`src/rtl/gradient_threshold_adjacency_core_assert.svh`:
```
// assertion macros shared by the queue and back end rtl files
`ifndef GRADIENT_THRESHOLD_ADJACENCY_CORE_ASSERT_SVH
`define GRADIENT_THRESHOLD_ADJACENCY_CORE_ASSERT_SVH

`ifndef ASSERT_OFF
// property must hold at every rising clock edge outside reset
`define GTA_ASSERT(label, clk, rst, prop) \
  label: assert property (@(posedge clk) disable iff (rst) (prop)) \
    else $error("gta assertion failed");
// condition must never be seen outside reset
`define GTA_ASSERT_NEVER(label, clk, rst, cond) \
  label: assert property (@(posedge clk) disable iff (rst) !(cond)) \
    else $error("gta forbidden condition seen");
`else
`define GTA_ASSERT(label, clk, rst, prop)
`define GTA_ASSERT_NEVER(label, clk, rst, cond)
`endif

`endif

```
`src/rtl/gta_pkg.sv`:
```
package gta_pkg;

  localparam int CNT_W         = 11;
  localparam int COORD_W       = 10;
  localparam int THR_W         = 10;
  localparam int CFG_DATA_W    = 11;
  localparam int CFG_INDEX_W   = 2;
  localparam int CH_W          = 8;
  localparam int PIX_W         = 3 * CH_W;
  localparam int GRAD_W        = 14;
  localparam int MAG_W         = 12;
  localparam int SQ_W          = 2 * MAG_W + 1;
  localparam int QUEUE_DEPTH   = 4;
  localparam int DEF_MAX_WIDTH = 1024;
  localparam int DEF_FRAC_BITS = 8;
  localparam int MIN_DIM       = 2;

  localparam logic [THR_W-1:0] THR_RESET    = THR_W'(10);
  localparam logic [CNT_W-1:0] WIDTH_RESET  = CNT_W'(640);
  localparam logic [CNT_W-1:0] HEIGHT_RESET = CNT_W'(480);

  // configuration register indexes
  typedef enum logic [CFG_INDEX_W-1:0] {
    REG_THRESHOLD = 2'd0,
    REG_WIDTH     = 2'd1,
    REG_HEIGHT    = 2'd2
  } cfg_reg_t;

  // back end sequencer
  typedef enum logic [2:0] {
    ST_IDLE,
    ST_GRAD,
    ST_SQUARE,
    ST_ROOT,
    ST_EMIT
  } back_state_t;

  // work handed from front to back
  typedef struct packed {
    logic                        reflect;
    logic                        inner;
    logic                        preload;
    logic                        first;
    logic                        v_ok;
    logic                        h_ok;
    logic                        last;
    logic [CNT_W-1:0]            row;
    logic [CNT_W-1:0]            col;
    logic [2:0][PIX_W-1:0]       column;
  } queue_entry_t;

  // one channel sample of a packed pixel as a signed value
  function automatic logic signed [GRAD_W-1:0] sample(input logic [PIX_W-1:0] px,
                                                      input int k);
    return $signed({{(GRAD_W-CH_W){1'b0}}, px[k*CH_W +: CH_W]});
  endfunction

endpackage

```
`src/rtl/gta_queue.sv`:
```
`include "gradient_threshold_adjacency_core_assert.svh"
module gta_queue
  import gta_pkg::*;
(
  input  logic         clk,
  input  logic         rst,
  input  logic         push,
  input  queue_entry_t push_data,
  output logic         full,
  input  logic         pop,
  output queue_entry_t pop_data,
  output logic         empty
);

  localparam int PW = $clog2(QUEUE_DEPTH);
  localparam int CW = $clog2(QUEUE_DEPTH + 1);

  queue_entry_t    entries [QUEUE_DEPTH];
  logic [PW-1:0]   wr_ptr;
  logic [PW-1:0]   rd_ptr;
  logic [CW-1:0]   count;

  assign full     = count == CW'(QUEUE_DEPTH);
  assign empty    = count == '0;
  assign pop_data = entries[rd_ptr];

  // storage
  always_ff @(posedge clk) begin
    if (push) begin
      entries[wr_ptr] <= push_data;
    end
  end

  // pointers and fill level
  always_ff @(posedge clk) begin
    if (rst) begin
      wr_ptr <= '0;
      rd_ptr <= '0;
      count  <= '0;
    end else begin
      if (push) wr_ptr <= wr_ptr + PW'(1);
      if (pop)  rd_ptr <= rd_ptr + PW'(1);
      if (push && !pop) begin
        count <= count + CW'(1);
      end else if (pop && !push) begin
        count <= count - CW'(1);
      end
    end
  end

  `GTA_ASSERT_NEVER(q_no_overflow, clk, rst, push && full && !pop)
  `GTA_ASSERT_NEVER(q_no_underflow, clk, rst, pop && empty)
  `GTA_ASSERT(q_count_bound, clk, rst, count <= CW'(QUEUE_DEPTH))

endmodule

```
`config.mk`:
```
export PLATFORM = sky130hd
export DESIGN_NAME = gta_queue
export DESIGN_NICKNAME = d
export VERILOG_FILES = /design/src/rtl/gta_pkg.sv /design/src/rtl/gta_queue.sv
export VERILOG_INCLUDE_DIRS = /design/src /design/src/rtl
export SDC_FILE = /design/constraint.sdc
export NUM_CORES = 1
export LEC_CHECK = 0
export BUFFER_PORTS_ARGS = -buffer_cell sky130_fd_sc_hd__buf_4
export CORE_ASPECT_RATIO = 1.1
export CORE_MARGIN = 2
export CORE_UTILIZATION = 51
export DETAILED_ROUTE_END_ITERATION = 7
export GPL_ROUTABILITY_DRIVEN = 0
export HOLD_SLACK_MARGIN = 0.12
export PLACE_DENSITY_LB_ADDON = 0.2
export SLEW_MARGIN = 20
export SYNTH_ARGS = -nofsm -noshare
export SYNTH_HDL_FRONTEND = slang
export SYNTH_SLANG_ARGS = --single-unit
```
`constraint.sdc`:
```
create_clock -name clk -period 3.4 [get_ports clk]
set_clock_uncertainty 0.05 [all_clocks]
set_input_delay 0.51 -clock clk [delete_from_list [all_inputs] [get_ports clk]]
set_output_delay 0.51 -clock clk [all_outputs]
set_load 0.01 [all_outputs]
```
; Yosys cells after proc, flatten, opt, wreduce, memory -nomap -nowiden
; Memory sizes are Yosys's and may differ from the RTL's. A register that Yosys moved wholly into a read port is not among the register bits.
; Index checks and enable logic that the tools add are counted.
[word_totals]
inputBits = 105
output_inout_bits = 103
ram_bits = 404
register_bits = 7
mem_count = 1
wordCells = 21
[classes]
eq_ne = 1
add_sub_neg = 4
n_reduce_logical = 6
muxes = 6
[mem_list]
columns = memory, words, word_bits, rd, rd_ports_with_merged_regs, wr, line_no
row1 = entries, 4, 101, 1, 1, 1, gta_queue.sv:18  ; queue_entry_t entries [QUEUE_DEPTH];
[op_table]
columns = operator, n
row1 = $mux W3, 2
row2 = $add A2 B1 Y2 const B, 2
row3 = $mux W2, 2
row4 = $add A3 B1 Y3 const B, 1
row5 = $eq A3 B3 Y1 const B, 1
row6 = $logic_not A3 Y1, 1
row7 = $sub A3 B1 Y3 const B, 1
row8 = $logic_and A1 B1 Y1, 2
row9 = $logic_not A1 Y1, 2
row10 = $mux W1, 2
row11 = $reduce_bool A2 Y1, 1

; Depth between registers and ports, before layout
; Gate-level depths: netlist (run 1).
[logic_depth]
ltp_word = 4
mapped_depth = 7
mapped_depth_nobuf = 7

; Worst setup path before layout (run 1)
; Ideal clock, no wire load.
[synth_path]
path_kind = register to register
start = register wr_ptr[0]
end = memory entries[0][0] (netlist bit), enable pin
setup_slack_ns = 0.003
stages_incl_launch_ff = 4
t_arrival_ns = 2.876
n_path_buf = 0
setup_time_ns = 0.471
t_required_ns = 2.879
path_cell_list = dfxtp_1 inv_1 ha_1 and2_1
[synth_lines]
columns = element, line_no
row1 = "start, declared", gta_queue.sv:19  ; logic [PW-1:0] wr_ptr;
row2 = "start signal, assigned", gta_queue.sv:41  ; if (push) wr_ptr <= wr_ptr + PW'(1);
row3 = "end, declared", gta_queue.sv:18
; Straight into the memory's write port.

==> impl_metrics.xml, run 1 <==
<?xml version="1.0" encoding="UTF-8"?>
<metrics>
  <group name="power">
    <metric name="p_leak" unit="nW">6.16</metric>
    <metric name="internal-power" unit="mW">8.82</metric>
    <metric name="power_density" unit="nW/um^2">611</metric>
    <metric name="switching_power" unit="mW">2.35</metric>
    <metric name="sequential_power_share" unit="%">53.2</metric>
    <metric name="pwr-share-clk" unit="%">36.1</metric>
    <metric name="share_comb_of_total_power" unit="%">10.7</metric>
    <metric name="switching_share" unit="%">21.1</metric>
    <metric name="vdd_drop_max" unit="mV">0.469</metric>
  </group>
  <group name="drt">
    <metric name="drt-total-wl" unit="um">27700</metric>
    <metric name="vias_per_cell" unit="">5.51</metric>
    <metric name="drt_first_iter_violations" unit="">434</metric>
    <metric name="routedWlPerCell" unit="um">22.8</metric>
    <metric name="drc" unit="">10</metric>
    <metric name="via_count" unit="">6680</metric>
    <metric name="postRouteAntennaNets" unit="">0</metric>
    <metric name="detailedRoute.firstPassIterationCount" unit="">8</metric>
  </group>
  <group name="clock_network">
    <metric name="cts_tree" unit="">built</metric>
    <metric name="holdBufCountCts" unit="">0</metric>
    <metric name="clock-sinks" unit="">413</metric>
    <metric name="clk_latency" unit="ns">0.50</metric>
    <metric name="worst_setup_hold_path_clk_slew" unit="ns">0.06</metric>
    <metric name="clock_tree.htree_level_count" unit="">2</metric>
    <metric name="max-clock-path-buffers" unit="">3</metric>
    <metric name="cts_setup_buffers" unit="">0</metric>
    <metric name="clock_tree.root_cell" unit="">sky130_fd_sc_hd__clkbuf_16</metric>
    <metric name="inserted_clock_buffers" unit="">41</metric>
    <metric name="post_cts.resized_instances" unit="">0</metric>
  </group>
  <group name="synth">
    <metric name="ys.warnings.count" unit="">0</metric>
    <metric name="yosys.cell_types.count" unit="">20</metric>
    <metric name="synth_seq_area_share" unit="%">82.0</metric>
    <metric name="synth_top_family_by_area" unit="">multiplexers</metric>
    <metric name="syn-cell-area" unit="um^2">15000</metric>
    <metric name="yosys-mux-area-fraction" unit="%">15.3</metric>
    <metric name="avgSynthCellArea" unit="um^2">26.3</metric>
    <metric name="synth-xor-area-share" unit="%">0.292</metric>
    <metric name="synth_compound_gate_area_share" unit="%">0.0667</metric>
    <metric name="synth_simple_gate_area_share" unit="%">0.492</metric>
    <metric name="adder_cell_share_of_the_synthesized_area" unit="%">0.550</metric>
    <metric name="number_of_instances_in_the_synthesized_netlist" unit="">571</metric>
    <metric name="post_synth_net_total" unit="">682</metric>
    <metric name="yosys_register_bits" unit="">413</metric>
  </group>
  <group name="worst_setup_path">
    <metric name="critPathArrivalTime" unit="ns">2.37</metric>
    <metric name="critical_path.max_fanout" unit="">30</metric>
    <metric name="cp-start-kind" unit="">flop</metric>
    <metric name="worstSetupEndpointType" unit="">primary output</metric>
    <metric name="cells_on_worst_reg2reg_path" unit="">4</metric>
    <metric name="crit-reg2reg-capture" unit="">entries[0][93]$_DFFE_PP_</metric>
    <metric name="criticalPathCategory" unit="">reg -&gt; out</metric>
    <metric name="timing.reg2reg.setup_slack" unit="ns">1.46</metric>
    <metric name="worst-endpoint-required" unit="ns">2.84</metric>
    <metric name="worst_reg2reg_startpoint" unit="">wr_ptr[0]$_SDFFE_PP0P_</metric>
  </group>
  <group name="sta">
    <metric name="unrepaired_setup_endpoints_after_global_routing" unit="">no</metric>
    <metric name="worst_pin_slew" unit="ns">0.659</metric>
    <metric name="timing.final.ws_setup" unit="ns">0.468</metric>
    <metric name="maxClockFrequency" unit="MHz">341</metric>
    <metric name="timing.max_slew.rel_slack" unit="%">56.0</metric>
    <metric name="final_min_period_over_clock_period" unit="%">86.2</metric>
    <metric name="finalSetupTns" unit="ns">0</metric>
    <metric name="number_of_pins_exceeding_their_max_slew_limit_in_the_final_report" unit="">0</metric>
    <metric name="final.min_clock_period" unit="ns">2.93</metric>
    <metric name="timing_hold_violations_final" unit="">0</metric>
    <metric name="setup_viol" unit="">0</metric>
  </group>
  <group name="global_route">
    <metric name="grt_use_total" unit="%">18.4</metric>
    <metric name="first_pass_grt_wire_length" unit="um">42700</metric>
    <metric name="global_route.overflow_total" unit="">0</metric>
    <metric name="initial_antenna_violation_count" unit="">0</metric>
    <metric name="first_global_vias" unit="">7531</metric>
    <metric name="grt_max_degree" unit="">50</metric>
  </group>
  <group name="finish">
    <metric name="area_growth" unit="%">21.9</metric>
    <metric name="antenna_cells" unit="">0</metric>
    <metric name="ratio_of_cells_with_drive_above_1_in_the_final_layout" unit="%">44.9</metric>
    <metric name="cell_area_after_layout" unit="um^2">18300</metric>
    <metric name="num-nets-final" unit="">926</metric>
    <metric name="final.fill_count" unit="">1960</metric>
  </group>
  <group name="placement">
    <metric name="hpwlAfterDp" unit="um">17100</metric>
    <metric name="dpl_cell_area" unit="um^2">17100</metric>
    <metric name="dpl_worst_slack" unit="ns">0.932</metric>
    <metric name="port_buffers" unit="">207</metric>
  </group>
  <group name="run_status">
    <metric name="status" unit="">complete, but fails checks</metric>
    <metric name="violations" unit="">DRC</metric>
  </group>
  <group name="die">
    <metric name="design.portCount" unit="">208</metric>
    <metric name="core.rowCount" unit="">65</metric>
    <metric name="initial_standard_cell_utilization_of_the_core" unit="%">52.1</metric>
    <metric name="fp.dieArea" unit="um^2">30800</metric>
    <metric name="die_span_x" unit="um">168</metric>
    <metric name="core_region_area" unit="um^2">28800</metric>
    <metric name="die_y" unit="um">184</metric>
  </group>
  <group name="worst_hold_path">
    <metric name="hp-start" unit="">push_data[21]</metric>
    <metric name="min-delay-path-class" unit="">in -&gt; reg</metric>
    <metric name="min_to" unit="">entries[1][21]$_DFFE_PP_</metric>
    <metric name="worstHoldPathCells" unit="">1</metric>
  </group>
  <group name="flow_run">
    <metric name="maxCapViolations" unit="">0</metric>
  </group>
</metrics>
==> layout by cell type (no fill, tap or decap) <==
cell type / instances
sky130_fd_sc_hd__nor2_1: 7
sky130_fd_sc_hd__a21oi_1: 1
sky130_fd_sc_hd__dfxtp_1: 7
sky130_fd_sc_hd__bufinv_16: 1
sky130_fd_sc_hd__clkbuf_8: 2
sky130_fd_sc_hd__clkinv_1: 10
sky130_fd_sc_hd__edfxtp_1: 404
sky130_fd_sc_hd__nor3b_1: 1
sky130_fd_sc_hd__buf_12: 8
sky130_fd_sc_hd__clkbuf_1: 15
sky130_fd_sc_hd__o21ai_0: 1
sky130_fd_sc_hd__dfxtp_4: 2
sky130_fd_sc_hd__and2_4: 4
sky130_fd_sc_hd__ha_1: 5
sky130_fd_sc_hd__xnor2_1: 2
sky130_fd_sc_hd__nor3_1: 1
sky130_fd_sc_hd__inv_1: 4
sky130_fd_sc_hd__or3_1: 1
sky130_fd_sc_hd__fa_1: 1
sky130_fd_sc_hd__mux4_2: 101
sky130_fd_sc_hd__clkbuf_16: 41
sky130_fd_sc_hd__mux2i_1: 2
sky130_fd_sc_hd__buf_4: 216
sky130_fd_sc_hd__xor2_1: 3
sky130_fd_sc_hd__clkinv_2: 4
sky130_fd_sc_hd__nand2_1: 1
==> kinds of logic after synthesis <==
kind of cell | count (synthesis)
buf+inv | 27
flops | 413
compound gates | 2
fa+ha+maj | 6
simple gates | 15
xor+xnor | 5
mux | 103
==> worst max-delay path, stage by stage (launching register included) <==
cell                      delay (ns)
sky130_fd_sc_hd__dfxtp_4        0.78
sky130_fd_sc_hd__buf_4          0.36
sky130_fd_sc_hd__mux4_2         0.55
sky130_fd_sc_hd__buf_4          0.16
==> power by group through the flow <==
stage | registers [mW] | clock network [mW] | logic (mW)
after floorplan | 6.02 | 0 | 0.646
after global placement | 6.03 | 0 | 1.19
after detailed placement | 6.05 | 0 | 1.22
after CTS | 5.95 | 4.14 | 1.22
after global routing | 5.96 | 4.34 | 1.29
final | 5.94 | 4.04 | 1.19
==> routing by layer <==
| layer | share of wire (%) | GRT usage [%] | vias up |
|---|---|---|---|
| met1 | 39 | 23.1 | 3475 |
| met3 | 7.0 | 4.80 | 48 |
| met5 | 0 | 0 | - |
| met4 | 2.8 | 6.05 | 0 |
| met2 | 51 | 31.6 | 217 |
| li1 | - | - | 2940 |
==> registers in the layout (all words and copies together) (netlist names), named ones only <==
name / count
rd_ptr: 2
entries: 404
count: 3
wr_ptr: 2
==> final cells by class <==
type | count | area, um^2 | area share, %
timing repair buffer | 224 | 1780 | 9.74
sequential | 413 | 12300 | 67.4
clock buffer | 58 | 1110 | 6.07
multi-input combinational | 131 | 2510 | 13.8
tap | 368 | 460 | 2.52
clock inverter | 15 | 87.6 | 0.479
inverter | 4 | 15.0 | 0.0821
==> cells in the mapped netlist <==
master                     instances  area share (%)
sky130_fd_sc_hd__and2_1            4            0.17
sky130_fd_sc_hd__nor2_1            7            0.18
sky130_fd_sc_hd__o21ai_0           1           0.033
sky130_fd_sc_hd__nor3_1            1           0.033
sky130_fd_sc_hd__fa_1              1            0.13
sky130_fd_sc_hd__mux2i_1           2            0.13
sky130_fd_sc_hd__xor2_1            3            0.18
sky130_fd_sc_hd__inv_1             4            0.10
sky130_fd_sc_hd__buf_2            10            0.33
sky130_fd_sc_hd__buf_6            10            0.75
sky130_fd_sc_hd__or3_1             1           0.042
sky130_fd_sc_hd__mux4_2          101              15
sky130_fd_sc_hd__nand2_1           1           0.025
sky130_fd_sc_hd__xnor2_1           2            0.12
sky130_fd_sc_hd__a21oi_1           1           0.033
sky130_fd_sc_hd__dfxtp_1           9             1.2
sky130_fd_sc_hd__clkbuf_1          3           0.075
sky130_fd_sc_hd__nor3b_1           1           0.050
sky130_fd_sc_hd__edfxtp_1        404              81
sky130_fd_sc_hd__ha_1              5            0.42
==> worst max path at each step <==
stage,from,to,slack (ns),cells past startpoint
6_report,flop,pop_data[83],0.47,3
5_1_grt,flop,pop_data[83],0.29,3
4_1_cts,flop,pop_data[83],0.38,3
3_5_place_dp,flop,pop_data[80],0.93,3
3_3_place_gp,flop,pop_data[23],0.95,3
2_1_floorplan,wr_ptr[0]$_SDFFE_PP0P_,entries[0][0]$_DFFE_PP_,0.003,3
==> stage by stage <==
stage	std cells	power (mW)	hold slack, ns	utilization, %
global placement	1140	7.22	0.425	59.4
floorplan	571	6.66	0.416	-
CTS	1213	11.3	0.124	63.5
detailed placement	1140	7.27	0.447	59.4
finish	1213	11.2	0.150	63.5
global route	1213	11.6	0.128	63.5
Note: power is estimated with default switching activity, not from simulation.
==> run 2: changes to the inputs <==
Settings changed: PLACE_DENSITY set to 0.75, PLACE_DENSITY_LB_ADDON 0.2 to not set.
Clock period 3.4 ns to 2.4 ns, I/O delays scaled along.
==> run 2 against run 1 <==
  * The run ends with DRC, setup timing left
  * Setup slack got worse by 0.47 ns
  * Largest power group unchanged
  * Critical path type unchanged
  * Sequential power rose by 41%
  * Final cell count rose by 9.4%
  * Worst hold slack improved by 0.34 ns
  * Non-clock buffer count rose by 111
  * Die area did not move
  * Critical endpoint is now pop_data[25]
  * Wire length rose by 9.1%
  * Power rose by 47%
==> impl_metrics.xml, run 2 (same netlist as run 1, synthesis figures left out) <==
<?xml version="1.0" encoding="UTF-8"?>
<metrics>
  <group name="drt">
    <metric name="postRouteAntennaNets" unit="">0</metric>
    <metric name="via_count" unit="">7247</metric>
    <metric name="drt_first_iter_violations" unit="">661</metric>
    <metric name="vias_per_cell" unit="">5.46</metric>
    <metric name="drt-total-wl" unit="um">30200</metric>
    <metric name="drc" unit="">20</metric>
    <metric name="routedWlPerCell" unit="um">22.8</metric>
    <metric name="detailedRoute.firstPassIterationCount" unit="">7</metric>
  </group>
  <group name="sta">
    <metric name="unrepaired_setup_endpoints_after_global_routing" unit="">yes</metric>
    <metric name="final.min_clock_period" unit="ns">2.41</metric>
    <metric name="setup_viol" unit="">1</metric>
    <metric name="timing.max_slew.rel_slack" unit="%">66.7</metric>
    <metric name="timing_hold_violations_final" unit="">0</metric>
    <metric name="final_min_period_over_clock_period" unit="%">100</metric>
    <metric name="hold_ws" unit="ns">0.489</metric>
    <metric name="worst_pin_slew" unit="ns">0.500</metric>
    <metric name="timing.final.ws_setup" unit="ns">-0.00662</metric>
    <metric name="number_of_pins_exceeding_their_max_slew_limit_in_the_final_report" unit="">0</metric>
    <metric name="maxClockFrequency" unit="MHz">416</metric>
  </group>
  <group name="clock_network">
    <metric name="clk_latency" unit="ns">0.51</metric>
    <metric name="inserted_clock_buffers" unit="">40</metric>
    <metric name="max-clock-path-buffers" unit="">3</metric>
    <metric name="clock_tree.root_cell" unit="">sky130_fd_sc_hd__clkbuf_16</metric>
    <metric name="cts_tree" unit="">built</metric>
    <metric name="worst_setup_hold_path_clk_slew" unit="ns">0.06</metric>
    <metric name="clock-sinks" unit="">413</metric>
    <metric name="clock_tree.htree_level_count" unit="">2</metric>
  </group>
  <group name="worst_setup_path">
    <metric name="worst-endpoint-required" unit="ns">1.99</metric>
    <metric name="timing.reg2reg.setup_slack" unit="ns">0.59</metric>
    <metric name="criticalPathCategory" unit="">reg -&gt; out</metric>
    <metric name="critPathArrivalTime" unit="ns">2.00</metric>
    <metric name="critical_path.max_fanout" unit="">6</metric>
    <metric name="crit-reg2reg-capture" unit="">entries[2][39]$_DFFE_PP_</metric>
    <metric name="cells_on_worst_reg2reg_path" unit="">4</metric>
    <metric name="worst_reg2reg_startpoint" unit="">wr_ptr[0]$_SDFFE_PP0P_</metric>
    <metric name="cp-start-kind" unit="">flop</metric>
    <metric name="worstSetupEndpointType" unit="">primary output</metric>
    <metric name="worst_setup_path_endpoint" unit="">pop_data[25]</metric>
  </group>
  <group name="power">
    <metric name="sequential_power_share" unit="%">51.2</metric>
    <metric name="internal-power" unit="mW">12.9</metric>
    <metric name="share_comb_of_total_power" unit="%">12.9</metric>
    <metric name="switching_power" unit="mW">3.50</metric>
    <metric name="pwr-share-clk" unit="%">35.9</metric>
    <metric name="power_density" unit="nW/um^2">825</metric>
    <metric name="p_leak" unit="nW">6.79</metric>
    <metric name="vdd_drop_max" unit="mV">0.608</metric>
    <metric name="switching_share" unit="%">21.4</metric>
  </group>
  <group name="finish">
    <metric name="mostFrequentLayoutCell" unit="">sky130_fd_sc_hd__edfxtp_1</metric>
    <metric name="ratio_of_cells_with_drive_above_1_in_the_final_layout" unit="%">40.8</metric>
    <metric name="most-common-layout-cells" unit="">sky130_fd_sc_hd__edfxtp_1 (404), sky130_fd_sc_hd__buf_4 (153), sky130_fd_sc_hd__dlygate4sd3_1 (105)</metric>
    <metric name="largest_register_ff_count" unit="">404</metric>
    <metric name="area_growth" unit="%">32.2</metric>
    <metric name="cell_area_after_layout" unit="um^2">19800</metric>
    <metric name="num-nets-final" unit="">1036</metric>
    <metric name="largestRegisters" unit="">entries x404, count x3</metric>
    <metric name="register_ranked_first_by_flip_flop_count" unit="">entries</metric>
  </group>
  <group name="die">
    <metric name="core.rowCount" unit="">65</metric>
    <metric name="core_region_area" unit="um^2">28800</metric>
    <metric name="die_y" unit="um">184</metric>
    <metric name="fp.dieArea" unit="um^2">30800</metric>
    <metric name="design.portCount" unit="">208</metric>
    <metric name="die_span_x" unit="um">168</metric>
    <metric name="initial_standard_cell_utilization_of_the_core" unit="%">52.1</metric>
  </group>
  <group name="placement">
    <metric name="dpl_worst_slack" unit="ns">0.414</metric>
    <metric name="port_buffers" unit="">207</metric>
    <metric name="hpwlAfterDp" unit="um">16500</metric>
    <metric name="dpl_cell_area" unit="um^2">17100</metric>
  </group>
  <group name="global_route">
    <metric name="initial_antenna_violation_count" unit="">3</metric>
    <metric name="grt_use_total" unit="%">19.2</metric>
    <metric name="first_pass_grt_wire_length" unit="um">44800</metric>
    <metric name="first_global_vias" unit="">7882</metric>
    <metric name="global_route.overflow_total" unit="">0</metric>
    <metric name="grt_max_degree" unit="">57</metric>
  </group>
  <group name="flow_run">
    <metric name="maxCapViolations" unit="">0</metric>
  </group>
  <group name="worst_hold_path">
    <metric name="min-delay-path-class" unit="">reg -&gt; reg</metric>
    <metric name="worstHoldPathCells" unit="">2</metric>
  </group>
  <group name="run_status">
    <metric name="violations" unit="">DRC, setup timing</metric>
    <metric name="status" unit="">complete, but fails checks</metric>
  </group>
</metrics>
-- run 2: area by class of cell --
type	instances	area (um^2)
tap	368	460
timing repair buffer	335	3280
antenna	4	10.0
fill	1712	8950
clock buffer	52	1100
sequential	413	12300
multi-input combinational	131	2510
inverter	4	15.0
clock inverter	20	144
-- run 2: routing by layer --
layer | global-route usage, % | vias to the layer above | share of wire, %
met3 | 3.92 | 50 | 6.1
li1 | - | 3178 | -
met5 | 0 | - | 0
met1 | 23.3 | 3751 | 37
met4 | 6.40 | 0 | 2.4
met2 | 34.7 | 268 | 54
-- run 2: worst min path at each step --
stage | slack [ns] | end | startpoint
after floorplan | 0.41 | entries[0][0]$_DFFE_PP_ | push_data[0]
after global placement | 0.42 | count[2]$_SDFFE_PP0P_ | count[2]$_SDFFE_PP0P_
after detailed placement | 0.48 | count[2]$_SDFFE_PP0P_ | count[2]$_SDFFE_PP0P_
after CTS | 0.49 | count[2]$_SDFFE_PP0P_ | count[2]$_SDFFE_PP0P_
after global routing | 0.52 | count[2]$_SDFFE_PP0P_ | count[2]$_SDFFE_PP0P_
final | 0.49 | count[2]$_SDFFE_PP0P_ | count[2]$_SDFFE_PP0P_
-- run 2: repair_timing --
action	in CTS	in global routing
endpoints found under the setup margin	101	101
hold endpoints to repair	413	0
pin swaps	0	0
gates resized for setup	57	7
hold buffers	105	0
buffers inserted	0	2
gates cloned	0	8
-- run 2: metrics by stage --
stage               utilization (%)  cells  power [mW]  TNS (ns)
floorplan                         -    571        9.42         0
global placement               59.4   1136        10.2         0
detailed placement             59.4   1136        10.3         0
CTS                            68.2   1313        16.4     -5.86
global route                   68.9   1326        16.9     -1.09
finish                         68.9   1327        16.4  -0.00662
-- run 2: power groups by stage --
stage | registers [mW] | logic, mW | clock network, mW
after floorplan | 8.50 | 0.916 | 0
after global placement | 8.50 | 1.72 | 0
after detailed placement | 8.53 | 1.77 | 0
after CTS | 8.38 | 2.03 | 5.98
after global routing | 8.40 | 2.25 | 6.28
final | 8.38 | 2.11 | 5.89
-- run 2: worst max-delay path, cell delays in order (launching register included) --
cell                        delay [ns]
sky130_fd_sc_hd__dfxtp_4          0.39
sky130_fd_sc_hd__buf_4            0.21
sky130_fd_sc_hd__clkbuf_16        0.20
sky130_fd_sc_hd__mux4_2           0.51
sky130_fd_sc_hd__buf_4            0.17
